**src/hdl/kms_pkg.sv**
```systemverilog
// Types and constants of the streaming KMP string matcher.
// No dependencies; used by the interfaces, the engine and the top level.
package kms_pkg;

    localparam int KIND_W  = 2;
    localparam int SYM_W   = 8;
    localparam int TOTAL_W = 24;
    localparam int SIZE_W  = 7;

    typedef logic [KIND_W-1:0]  kind_t;
    typedef logic [SYM_W-1:0]   sym_t;
    typedef logic [TOTAL_W-1:0] total_t;
    typedef logic [SIZE_W-1:0]  size_t;

    // item kinds
    localparam kind_t KIND_APPEND  = 2'd0;
    localparam kind_t KIND_TEXT    = 2'd1;
    localparam kind_t KIND_CLEAR   = 2'd2;
    localparam kind_t KIND_RESTART = 2'd3;

    localparam total_t TOTAL_MAX = {TOTAL_W{1'b1}};

    typedef struct packed {
        logic   match_found;
        total_t match_total;
        size_t  matched_prefix;
        size_t  pattern_size;
        logic   overflow;
    } kms_result_t;

endpackage

```
**src/hdl/kms_stream_if.sv**
```systemverilog
// Valid/ready channel interfaces for the matcher's item and result beats.
// Depends on kms_pkg.
interface kms_item_if;
    import kms_pkg::*;

    logic  valid;
    logic  ready;
    kind_t kind;
    sym_t  symbol;

    modport source (output valid, kind, symbol, input ready);
    modport sink   (input valid, kind, symbol, output ready);
endinterface

interface kms_result_if;
    import kms_pkg::*;

    logic   valid;
    logic   ready;
    logic   match_found;
    total_t match_total;
    size_t  matched_prefix;
    size_t  pattern_size;
    logic   overflow;

    modport source (output valid, match_found, match_total, matched_prefix,
                    pattern_size, overflow, input ready);
    modport sink   (input valid, match_found, match_total, matched_prefix,
                    pattern_size, overflow, output ready);
endinterface

```
**src/hdl/kms_engine.sv**
```systemverilog
// Sequencer of the KMP matcher: pattern and failure memories, border build
// and text scan. Depends on kms_pkg.
module kms_engine #(
    parameter int MAX_PATTERN = 64
) (
    input  logic                 clk,
    input  logic                 rst_n,
    input  logic                 start,
    input  kms_pkg::kind_t       kind,
    input  kms_pkg::sym_t        symbol,
    input  logic                 res_ready,
    output logic                 idle,
    output logic                 res_valid,
    output kms_pkg::kms_result_t res
);
    import kms_pkg::*;

    localparam int IW = (MAX_PATTERN > 1) ? $clog2(MAX_PATTERN) : 1;
    localparam int CW = $clog2(MAX_PATTERN + 1);

    localparam logic [1:0] ST_IDLE = 2'd0;
    localparam logic [1:0] ST_STEP = 2'd1;
    localparam logic [1:0] ST_WAIT = 2'd2;

    logic [1:0]    state_reg, state_next;
    logic [IW-1:0] k_reg, k_next;
    logic [CW-1:0] count_reg, count_next;
    logic [IW-1:0] build_reg, build_next;
    logic [IW-1:0] match_reg, match_next;
    total_t        occ_reg, occ_next;
    logic          found_reg, found_next;
    logic          drop_reg, drop_next;
    kind_t         kind_reg;
    sym_t          sym_reg;

    sym_t          pat_mem [MAX_PATTERN];
    logic [IW-1:0] fail_mem [MAX_PATTERN];
    sym_t          pat_q;
    logic [IW-1:0] fail_q;

    logic [IW-1:0] rd_k;
    logic [IW-1:0] pos;
    logic          pat_we, fail_we;
    logic [IW-1:0] fail_wdata;
    logic          fin;
    logic          hit;
    logic [CW-1:0] knew;

    assign pos  = count_reg[IW-1:0];
    assign hit  = (pat_q == sym_reg);
    assign knew = CW'(k_reg) + CW'(hit);
    assign idle = (state_reg == ST_IDLE);

    always_comb
    begin
        state_next = state_reg;
        k_next     = k_reg;
        count_next = count_reg;
        build_next = build_reg;
        match_next = match_reg;
        occ_next   = occ_reg;
        found_next = found_reg;
        drop_next  = drop_reg;
        rd_k       = match_reg;
        pat_we     = 1'b0;
        fail_we    = 1'b0;
        fail_wdata = '0;
        fin        = 1'b0;

        case (state_reg)
            ST_IDLE:
            begin
                if (start)
                begin
                    found_next = 1'b0;
                    drop_next  = 1'b0;
                    case (kind)
                        KIND_APPEND:
                        begin
                            if (count_reg == CW'(MAX_PATTERN))
                            begin
                                drop_next = 1'b1;
                                fin       = 1'b1;
                            end
                            else
                            begin
                                pat_we = 1'b1;
                                if (count_reg == '0)
                                begin
                                    fail_we    = 1'b1;
                                    build_next = '0;
                                    count_next = count_reg + CW'(1);
                                    fin        = 1'b1;
                                end
                                else
                                begin
                                    rd_k       = build_reg;
                                    k_next     = build_reg;
                                    state_next = ST_STEP;
                                end
                            end
                        end
                        KIND_TEXT:
                        begin
                            if (count_reg == '0)
                            begin
                                fin = 1'b1;
                            end
                            else
                            begin
                                rd_k       = match_reg;
                                k_next     = match_reg;
                                state_next = ST_STEP;
                            end
                        end
                        KIND_CLEAR:
                        begin
                            count_next = '0;
                            build_next = '0;
                            match_next = '0;
                            occ_next   = '0;
                            fin        = 1'b1;
                        end
                        default:
                        begin
                            match_next = '0;
                            occ_next   = '0;
                            fin        = 1'b1;
                        end
                    endcase
                end
            end
            ST_STEP:
            begin
                if ((k_reg != '0) && !hit)
                begin
                    // follow one failure link
                    k_next = fail_q;
                    rd_k   = fail_q;
                end
                else
                begin
                    fin = 1'b1;
                    if (kind_reg == KIND_APPEND)
                    begin
                        build_next = knew[IW-1:0];
                        fail_we    = 1'b1;
                        fail_wdata = knew[IW-1:0];
                        count_next = count_reg + CW'(1);
                    end
                    else if (knew == count_reg)
                    begin
                        // full occurrence: fall back to border of last byte
                        found_next = 1'b1;
                        if (occ_reg != TOTAL_MAX)
                        begin
                            occ_next = occ_reg + TOTAL_W'(1);
                        end
                        match_next = build_reg;
                    end
                    else
                    begin
                        match_next = knew[IW-1:0];
                    end
                end
            end
            ST_WAIT:
            begin
                state_next = ST_WAIT;
            end
            default:
            begin
                state_next = ST_IDLE;
            end
        endcase

        res_valid = fin || (state_reg == ST_WAIT);
        if (res_valid)
        begin
            state_next = res_ready ? ST_IDLE : ST_WAIT;
        end
    end

    // result from next-state values; equals held state while waiting
    always_comb
    begin
        res.match_found    = found_next;
        res.match_total    = occ_next;
        res.matched_prefix = SIZE_W'(match_next);
        res.pattern_size   = SIZE_W'(count_next);
        res.overflow       = drop_next;
    end

    always_ff @(posedge clk or negedge rst_n)
    begin
        if (!rst_n)
        begin
            state_reg <= ST_IDLE;
            count_reg <= '0;
            build_reg <= '0;
            match_reg <= '0;
            occ_reg   <= '0;
        end
        else
        begin
            state_reg <= state_next;
            count_reg <= count_next;
            build_reg <= build_next;
            match_reg <= match_next;
            occ_reg   <= occ_next;
        end
    end

    always_ff @(posedge clk)
    begin
        k_reg     <= k_next;
        found_reg <= found_next;
        drop_reg  <= drop_next;
        if (start && idle)
        begin
            kind_reg <= kind;
            sym_reg  <= symbol;
        end
    end

    // pattern and failure memories, registered reads
    always_ff @(posedge clk)
    begin
        if (pat_we)
        begin
            pat_mem[pos] <= symbol;
        end
        if (fail_we)
        begin
            fail_mem[pos] <= fail_wdata;
        end
        pat_q  <= pat_mem[rd_k];
        fail_q <= fail_mem[rd_k - IW'(1)];
    end

endmodule

```
**src/hdl/kmp_stream_matcher.sv**
```systemverilog
// Streaming Knuth-Morris-Pratt matcher, top level.
//
// Channels: "item" takes one beat per command (kind, symbol); "result"
// returns exactly one beat per item, in order. Kinds: append a pattern
// byte, scan a text byte, clear pattern and matcher, restart text only.
//
// Clear, restart, a dropped append, the first pattern byte and a text byte
// against an empty pattern finish in the cycle they are accepted. Other
// appends and text bytes go to a step state that compares the pattern byte
// at the current border and follows one failure link per mismatch, each a
// registered read of the pattern and failure memories plus a compare. The
// result is registered in the output register before it is offered.
//
// Reset clears the pattern length, border, matched prefix and count; the
// memories keep stale data that is never read. A stalled result waits in
// the output register while the next item is accepted and worked on; that
// item then holds its result and takes no further beat until the output
// register frees.
//
// Depends on kms_pkg, kms_stream_if and kms_engine.
module kmp_stream_matcher #(
    parameter int MAX_PATTERN = 64
) (
    input logic          clk,
    input logic          rst_n,
    kms_item_if.sink     item,
    kms_result_if.source result
);
    import kms_pkg::*;

    logic        eng_idle;
    logic        eng_start;
    logic        res_valid;
    logic        res_ready;
    kms_result_t res;

    logic        out_valid_reg;
    kms_result_t out_data_reg;

    assign item.ready = eng_idle;
    assign eng_start  = item.valid && eng_idle;

    // output register frees when empty or being drained this cycle
    assign res_ready = !out_valid_reg || result.ready;

    kms_engine #(
        .MAX_PATTERN (MAX_PATTERN)
    ) u_engine (
        .clk       (clk),
        .rst_n     (rst_n),
        .start     (eng_start),
        .kind      (item.kind),
        .symbol    (item.symbol),
        .res_ready (res_ready),
        .idle      (eng_idle),
        .res_valid (res_valid),
        .res       (res)
    );

    always_ff @(posedge clk or negedge rst_n)
    begin
        if (!rst_n)
        begin
            out_valid_reg <= 1'b0;
        end
        else if (res_valid && res_ready)
        begin
            out_valid_reg <= 1'b1;
        end
        else if (result.ready)
        begin
            out_valid_reg <= 1'b0;
        end
    end

    always_ff @(posedge clk)
    begin
        if (res_valid && res_ready)
        begin
            out_data_reg <= res;
        end
    end

    assign result.valid          = out_valid_reg;
    assign result.match_found    = out_data_reg.match_found;
    assign result.match_total    = out_data_reg.match_total;
    assign result.matched_prefix = out_data_reg.matched_prefix;
    assign result.pattern_size   = out_data_reg.pattern_size;
    assign result.overflow       = out_data_reg.overflow;

endmodule

```
**src/flat_wrapper.sv**
```systemverilog
// flat-port wrapper written by rule: the top's interface ports become plain ports
module kmp_stream_matcher_flat import kms_pkg::*;
#(
    parameter int MAX_PATTERN = 64
)
  (clk, rst_n, item_valid, item_kind, item_symbol, item_ready, result_valid, result_match_found, result_match_total, result_matched_prefix, result_pattern_size, result_overflow, result_ready);
  kms_item_if item_i ();
  kms_result_if result_i ();
  input logic clk;
  input logic rst_n;
  input wire logic [$bits(item_i.valid)-1:0] item_valid;
  input wire logic [$bits(item_i.kind)-1:0] item_kind;
  input wire logic [$bits(item_i.symbol)-1:0] item_symbol;
  output wire logic [$bits(item_i.ready)-1:0] item_ready;
  output wire logic [$bits(result_i.valid)-1:0] result_valid;
  output wire logic [$bits(result_i.match_found)-1:0] result_match_found;
  output wire logic [$bits(result_i.match_total)-1:0] result_match_total;
  output wire logic [$bits(result_i.matched_prefix)-1:0] result_matched_prefix;
  output wire logic [$bits(result_i.pattern_size)-1:0] result_pattern_size;
  output wire logic [$bits(result_i.overflow)-1:0] result_overflow;
  input wire logic [$bits(result_i.ready)-1:0] result_ready;
  assign item_i.valid = item_valid;
  assign item_i.kind = item_kind;
  assign item_i.symbol = item_symbol;
  assign item_ready = item_i.ready;
  assign result_valid = result_i.valid;
  assign result_match_found = result_i.match_found;
  assign result_match_total = result_i.match_total;
  assign result_matched_prefix = result_i.matched_prefix;
  assign result_pattern_size = result_i.pattern_size;
  assign result_overflow = result_i.overflow;
  assign result_i.ready = result_ready;
  kmp_stream_matcher #(.MAX_PATTERN(MAX_PATTERN)) u_core (.clk(clk), .rst_n(rst_n), .item(item_i), .result(result_i));
endmodule
```
**config.mk**
```make
export PLATFORM = sky130hd
export DESIGN_NAME = kmp_stream_matcher_flat
export DESIGN_NICKNAME = d
export VERILOG_FILES = /design/src/hdl/kms_pkg.sv /design/src/hdl/kms_stream_if.sv /design/src/hdl/kms_engine.sv /design/src/hdl/kmp_stream_matcher.sv /design/src/flat_wrapper.sv
export SDC_FILE = /design/constraint.sdc
export NUM_CORES = 1
export LEC_CHECK = 0
export BUFFER_PORTS_ARGS = -buffer_cell sky130_fd_sc_hd__buf_4
export CORE_MARGIN = 2
export CORE_UTILIZATION = 55
export CTS_CLUSTER_DIAMETER = 150
export DETAILED_ROUTE_END_ITERATION = 8
export HOLD_SLACK_MARGIN = 0.06
export PLACE_DENSITY = 0.71
export SLEW_MARGIN = 20
export SYNTH_ARGS = -nofsm -noshare
export SYNTH_HDL_FRONTEND = slang
export SYNTH_SLANG_ARGS = --single-unit
```
**constraint.sdc**
```tcl
create_clock -name clk -period 7.4 [get_ports clk]
set_input_delay 1.48 -clock clk [delete_from_list [all_inputs] [get_ports clk]]
set_output_delay 1.48 -clock clk [all_outputs]
set_load 0.01 [all_outputs]
```
==> results of run 1 <==
-- synthesized netlist by cell type, drive strengths merged, types with 16 or more instances --
cell type and number:
nand3 86, a22o 26, o21ai 79, clkbuf 76, a21oi 86, nor3 28
nand2 335, a221oi 32, mux2i 84, edfxtp 951, a2111oi 24, o211ai 23
a22oi 19, nand4 23, mux4 97, nor2 182, o2bb2ai 17, buf 70
dfxtp 16, and3 17, dfrtp 46
-- cells by family after synthesis --
family | share of synthesized area, %
flops | 74.3
simple gates | 7.85
compound gates | 7.17
mux | 7.94
buf+inv | 1.87
xor+xnor | 0.660
fa+ha+maj | 0.186
other cells | 0.00928
-- routing by layer --
metal / wire length (um) / track usage [%]
met5: 27 / 0
met3: 10000 / 6.50
met4: 2800 / 8.41
met2: 45900 / 40.2
met1: 37700 / 35.4
-- worst max-delay path, delay by kind of cell, from the launching register on --
family,cells,cell delay [ns]
DFF,1,0.38
AOI/OAI and AO/OA,3,0.42
and+or+nand+nor,7,3.16
adders and majority gates,2,0.37
buffers and inverters,1,0.28
xor gates and xnor gates,3,0.79
-- final cells by class --
type / instances / area, sq um / share of cell area, %
timing repair buffer: 93 / 736 / 1.64
multi-input combinational: 1368 / 9720 / 21.6
inverter: 12 / 45.0 / 0.100
clock inverter: 53 / 523 / 1.17
clock buffer: 127 / 2640 / 5.87
sequential: 1013 / 30000 / 66.9
tap: 959 / 1200 / 2.67
-- through the flow --
step | hold WS [ns] | worst slack (ns) | total power, mW
2_1_floorplan | 0.419 | 1.32 | 11.1
3_3_place_gp | 0.461 | 1.52 | 13.1
3_5_place_dp | 0.460 | 1.28 | 13.2
4_1_cts | 0.483 | 1.86 | 18.1
5_1_grt | 0.512 | 1.46 | 18.8
6_report | 0.481 | 1.75 | 18.1
-- worst max-delay path by stage --
stage	from	endpoint	slack, ns	cells past startpoint
after floorplan	item_kind[0]	u_core.u_engine.fail_q[0]	1.32	17
after global placement	item_kind[0]	u_core.u_engine.pat_q[6]	1.52	13
after detailed placement	item_kind[0]	u_core.u_engine.pat_q[1]	1.28	14
after CTS	u_core.u_engine.sym_reg[0]	u_core.result.match_total[21]	1.86	16
after global routing	u_core.u_engine.sym_reg[0]	u_core.result.match_total[21]	1.46	16
final	u_core.u_engine.sym_reg[0]	u_core.result.match_total[21]	1.75	16
-- power groups by stage --
stage	sequential (mW)	clock, mW	combinational [mW]
2_1_floorplan	6.73	0	4.37
3_3_place_gp	6.77	0	6.29
3_5_place_dp	6.78	0	6.40
4_1_cts	6.66	4.95	6.44
5_1_grt	6.68	5.18	6.92
6_report	6.67	4.91	6.50
==> out/results.ini, run 1 <==
[hold_path]
hp-class=reg -> reg
holdPathStages=1
hold_path_end=u_core.u_engine.found_reg
min_from=u_core.u_engine.found_reg

[synthesis]
synth-edff-count=951
avgSynthCellArea_sq_um=15.9
syn_nets=2559
netlist_area_sq_um=40400
synth_area_leaders=edfxtp_1, mux4_2, nand2_1, dfrtp_1, mux2i_1
synth_top_area_share_pct=70.7
async_flop_share_pct=4.54
yosys_warnings=0
synth_cells=2539
synth_ff_type=edfxtp_1
ys_ff_latch=1013
ys_seq_area_share_pct=74.3
synth_cell_type_count=83
synth_top_cell_by_area=edfxtp_1

[worst_setup_path]
arrival_ns=6.06
cpMaxStageDelayCell=nor4bb_1
critPathLaunchType=flip-flop
r2r_cells=16
path_cells=xor2_1, nor4_1, buf_4, and2_1, ha_1, ha_1, nand3_1, xor2_1, xor2_1, nand4_1, nor3_1, nor4bb_1, and4_1, a31oi_1, o21ai_0, o31ai_1
max_stage_delay_ns=0.82
path_common_cell=xor2_1
rr_endpoint=u_core.result.match_total[21]
regToRegSetupSlack_ns=1.75
cp-end-kind=flip-flop
required_ns=7.81
timing.rr.start=u_core.u_engine.sym_reg[0]
critPathKind=reg -> reg
crit_path_max_fanout=13

[clock_network]
numCtsBuffers=99
cts_resized=0
ctsHoldBuffers=0
clockRootBuffer=clkbuf_16
cts.clk_slew.worst_paths_ns=0.06
clock-sinks=1013
cts_setup_buffers=0
clk_latency_ns=0.67
cts_tree=built
clk_path_buf_depth=3
htree_num_levels=3

[floorplanning]
die_h_um=275
die_w_um=275
core_area_sq_um=72800
initial_core_util_pct=55.5
die_area_sq_um=75600
fp-row-count=99
ioPinCount=56

[run]
drv_cap=0

[finish]
largest_reg_flops=512
fin_nets=2607
top_regs=u_core.u_engine.pat_mem: 512 flops, u_core.u_engine.fail_mem: 384 flops
final_common_cell=edfxtp_1
stdcell_area_sq_um=44900
layout-drive-gt1-share_pct=13.9
n_antenna_cell=0
syn2layout_area_growth_pct=11.1
fin_cells=3625
fill_cells=5086
final_cell_mix=edfxtp_1, nand2_1, nor2_1, clkbuf_16, mux4_2
top_register=u_core.u_engine.pat_mem
utilization_pct=61.6

[route]
first_iter_violations=3017
drt-total-wl_mm=96.5
antenna_left=0
remaining_drc_errors=0
dr.pass1.iters=6
via_count=23300
wl_per_cell_um=26.6
via_per_inst=6.42

[timing]
rsz0062_at_grt=no
period_needed_ns=5.65
maxSlewViolCount=0
finalSetupTns_ns=0
slew_headroom_pct=24.6
clock.fmax_mhz=177
worst_pin_slew_ns=1.13
hold_viol=0
finalCritPeriodShare_pct=76.4
finalSetupViolCount=0
finClkSkew_ns=0.0374

[placed_design]
io_buffers=54
gp_congestion=0.895
dp_cells=3445
dp_hpwl_mm=59.3
dpl_cell_area_sq_um=41700

[pwr]
cellPowerDensity_nw_per_um2=403
p_seq_share_pct=36.9
swShare_pct=35.6
intPower_mw=11.6
power.share.clock_pct=27.2
p_comb_share_pct=36.0
ir_drop_uv=515
switchingPower_mw=6.45
p_leak_nw=14.8

[status]
status=completed

[global_routing]
grt_usage_pct=25.6
first_global_vias=22700
grt_max_degree=97
grt_pass1_wl_mm=144
grt_overflow_total=0
antenna_found_initial=2

Note: power is estimated with default switching activity, not from simulation.
==> run 2, diff against run 1 <==
--- a/config.mk
+++ b/config.mk
@@ -5,6 +5,7 @@
 export SDC_FILE = /design/constraint.sdc
 export NUM_CORES = 1
 export LEC_CHECK = 0
+export ABC_AREA = 1
 export BUFFER_PORTS_ARGS = -buffer_cell sky130_fd_sc_hd__buf_4
 export CORE_MARGIN = 2
 export CORE_UTILIZATION = 55
==> constraint.sdc (replaced) <==
create_clock -name clk -period 5.9 [get_ports clk]
set_input_delay 1.18 -clock clk [delete_from_list [all_inputs] [get_ports clk]]
set_output_delay 1.18 -clock clk [all_outputs]
set_load 0.01 [all_outputs]
==> run 2 against run 1 <==
Net effect:
- maximum frequency grew 25%
- register-to-register slack lost 0.36 ns
- global-route usage grew 4.1 points
- first-iteration DRC count grew 42%
- via count grew 38%
- total power grew 44%
- die area grew 12%
- clock power grew 36%
- synthesized cell count grew 72%
- utilization shrank 0.61 points
- non-clock buffer count grew 11
- critical path type unchanged
- critical endpoint is now u_core.u_engine.pat_q[4]
- largest power group is now combinational cells
==> out/results.ini, run 2 <==
[global_routing]
grt_overflow_total=0
grt_usage_pct=29.7
grt_pass1_wl_mm=191
antenna_found_initial=0
first_global_vias=30500
grt_max_degree=214

[run]
drv_cap=0

[finish]
top_register=u_core.u_engine.pat_mem
layout-drive-gt1-share_pct=6.59
final_cell_mix=edfxtp_1, nand2_1, nand3_1, inv_1, nand3b_1
largest_reg_flops=512
fin_cells=5487
syn2layout_area_growth_pct=10.1
fin_nets=4350
utilization_pct=61.0
n_antenna_cell=0
fill_cells=6566
top_regs=u_core.u_engine.pat_mem: 512 flops, u_core.u_engine.fail_mem: 384 flops
final_common_cell=edfxtp_1

[clock_network]
clk_path_buf_depth=3
ctsHoldBuffers=0
numCtsBuffers=103
clockRootBuffer=clkbuf_16
cts_setup_buffers=0
clock-sinks=1013
clk_latency_ns=0.68
cts.clk_slew.worst_paths_ns=0.06
cts_resized=0
cts_tree=built
htree_num_levels=3

[route]
first_iter_violations=4283
dr.pass1.iters=6
via_per_inst=5.84
antenna_left=0
drt-total-wl_mm=127
via_count=32000
wl_per_cell_um=23.1
remaining_drc_errors=0

[pwr]
switchingPower_mw=10.9
power.share.clock_pct=25.6
power_mw=26.1
p_leak_nw=19.7
p_comb_share_pct=41.9
intPower_mw=15.2
swShare_pct=41.9
p_seq_share_pct=32.6
cellPowerDensity_nw_per_um2=522
ir_drop_uv=580

[synthesis]
yosys_warnings=0
yosysMostFrequentCell=edfxtp_1
syn_nets=4378
synth_ff_type=edfxtp_1
synth_cell_type_count=46
synthTopCellsByCount=edfxtp_1, nand2_1, nand3_1, inv_1, nand3b_1
synth_cells=4358
ys_seq_area_share_pct=66.1
synth_area_leaders=edfxtp_1, nand3_1, nand2_1, inv_1, nand3b_1
async_flop_share_pct=4.54
synth_top_cell_by_area=edfxtp_1
ys_ff_latch=1013
netlist_area_sq_um=45400
synth-edff-count=951
avgSynthCellArea_sq_um=10.4
synth_top_area_share_pct=62.8

[worst_setup_path]
required_ns=6.47
crit_path_max_fanout=213
regToRegSetupSlack_ns=1.39
rr_endpoint=u_core.u_engine.pat_q[4]
path_depth=17
critPathTopFamily=simple AND/OR/NAND/NOR gates
critPathLaunch=u_core.u_engine.sym_reg[3]
critPathLaunchType=flip-flop
critPathKind=reg -> reg
path_common_cell=nand2_1
max_stage_delay_ns=0.62
cp-end-kind=flip-flop
arrival_ns=5.08
path_cells=xnor2_1, nand2_1, nor2_1, nand2_1, nand2_1, nand2_2, nand2_2, nand2_8, nand2_8, buf_12, o21ai_0, nand2_1, nand3_1, nand3_1, nand3_1, nand3_1, nand2_1
path_buf_inv=1
timing.rr.start=u_core.u_engine.sym_reg[3]
cpMaxStageDelayCell=buf_12
crit_end=u_core.u_engine.pat_q[4]
r2r_cells=17

[timing]
finalSetupViolCount=0
clock.fmax_mhz=222
finalSetupTns_ns=0
maxSlewViolCount=0
finalCritPeriodShare_pct=76.4
slew_headroom_pct=22.7
period_needed_ns=4.51
rsz0062_at_grt=no
finClkSkew_ns=0.0294
worst_pin_slew_ns=1.16
whs_ns=0.481
hold_viol=0

[placed_design]
gp_congestion=0.955
dp_cells=5295
io_buffers=54
dp_hpwl_mm=75.8

[floorplanning]
core_area_sq_um=82000
die_h_um=291
die_area_sq_um=84900
fp-row-count=105
initial_core_util_pct=55.4
die_w_um=291
ioPinCount=56

[hold_path]
hp-class=reg -> reg

[status]
status=completed

==> run 2: changes by cell type in the layout (fill, tap and decap cells not counted), sizes merged, moves of 84 or more <==
cell,delta
mux4,-97
nand2,+589
nand3b,+208
inv,+671
nand3,+755
mux2i,-84
==> run 2: worst min-delay path by stage <==
stage | from | cells after the start | endpoint
after CTS | u_core.u_engine.drop_reg | 2 | u_core.u_engine.drop_reg
after floorplan | u_core.u_engine.drop_reg | 2 | u_core.u_engine.drop_reg
after global routing | u_core.u_engine.found_reg | 1 | u_core.u_engine.found_reg
final | u_core.u_engine.drop_reg | 2 | u_core.u_engine.drop_reg
after detailed placement | u_core.u_engine.drop_reg | 2 | u_core.u_engine.drop_reg
after global placement | u_core.u_engine.drop_reg | 2 | u_core.u_engine.drop_reg
==> run 2: kinds of logic after synthesis <==
group / synth area share [%]
other: 0.00825
flip-flops: 66.1
buffers and inverters: 8.40
XOR/XNOR: 0.443
AO/OA/AOI/OAI: 2.02
AND/OR/NAND/NOR: 22.9
adder cells (fa/ha/maj): 0.165
==> run 2: layer usage <==
metal	routed length, um	global-route usage [%]	vias to the layer above
met2	57300	45.5	1718
met4	6630	14.5	0
li1	-	-	14500
met1	50100	40.7	15400
met5	0	0	-
met3	12500	6.36	341
==> run 2: layout make-up <==
cell class	instances	area, sq um	share of cell area (%)
Multi-Input combinational cell	2423	11700	23.5
Sequential cell	1013	30000	60.0
Tap cell	1070	1340	2.68
Inverter	685	2580	5.16
Clock inverter	66	708	1.42
Timing Repair Buffer	104	901	1.80
Clock buffer	126	2730	5.45
==> run 2: stage by stage <==
step / instance area (sq um) / setup slack [ns]
floorplan: 45400 / 1.95
global placement: 46500 / 1.18
detailed placement: 46600 / 1.15
CTS: 50000 / 1.46
global route: 50000 / 1.11
finish: 50000 / 1.39
==> run 2: power groups by stage <==
| stage | clock network (mW) | registers [mW] | logic (mW) |
|---|---|---|---|
| 3_5_place_dp | 0 | 8.63 | 10.7 |
| 6_report | 6.67 | 8.50 | 10.9 |
| 3_3_place_gp | 0 | 8.64 | 10.6 |
| 2_1_floorplan | 0 | 8.58 | 7.09 |
| 4_1_cts | 6.70 | 8.50 | 10.7 |
| 5_1_grt | 6.99 | 8.53 | 11.8 |
==> run 2: worst register-to-register path: stages, from the launching register on <==
cell,delay [ns]
edfxtp_1,0.39
xnor2_1,0.21
nand2_1,0.07
nor2_1,0.08
nand2_1,0.20
nand2_1,0.33
nand2_2,0.15
nand2_2,0.21
nand2_8,0.41
nand2_8,0.32
buf_12,0.63
o21ai_0,0.49
nand2_1,0.11
nand3_1,0.09
nand3_1,0.14
nand3_1,0.30
nand3_1,0.20
nand2_1,0.06
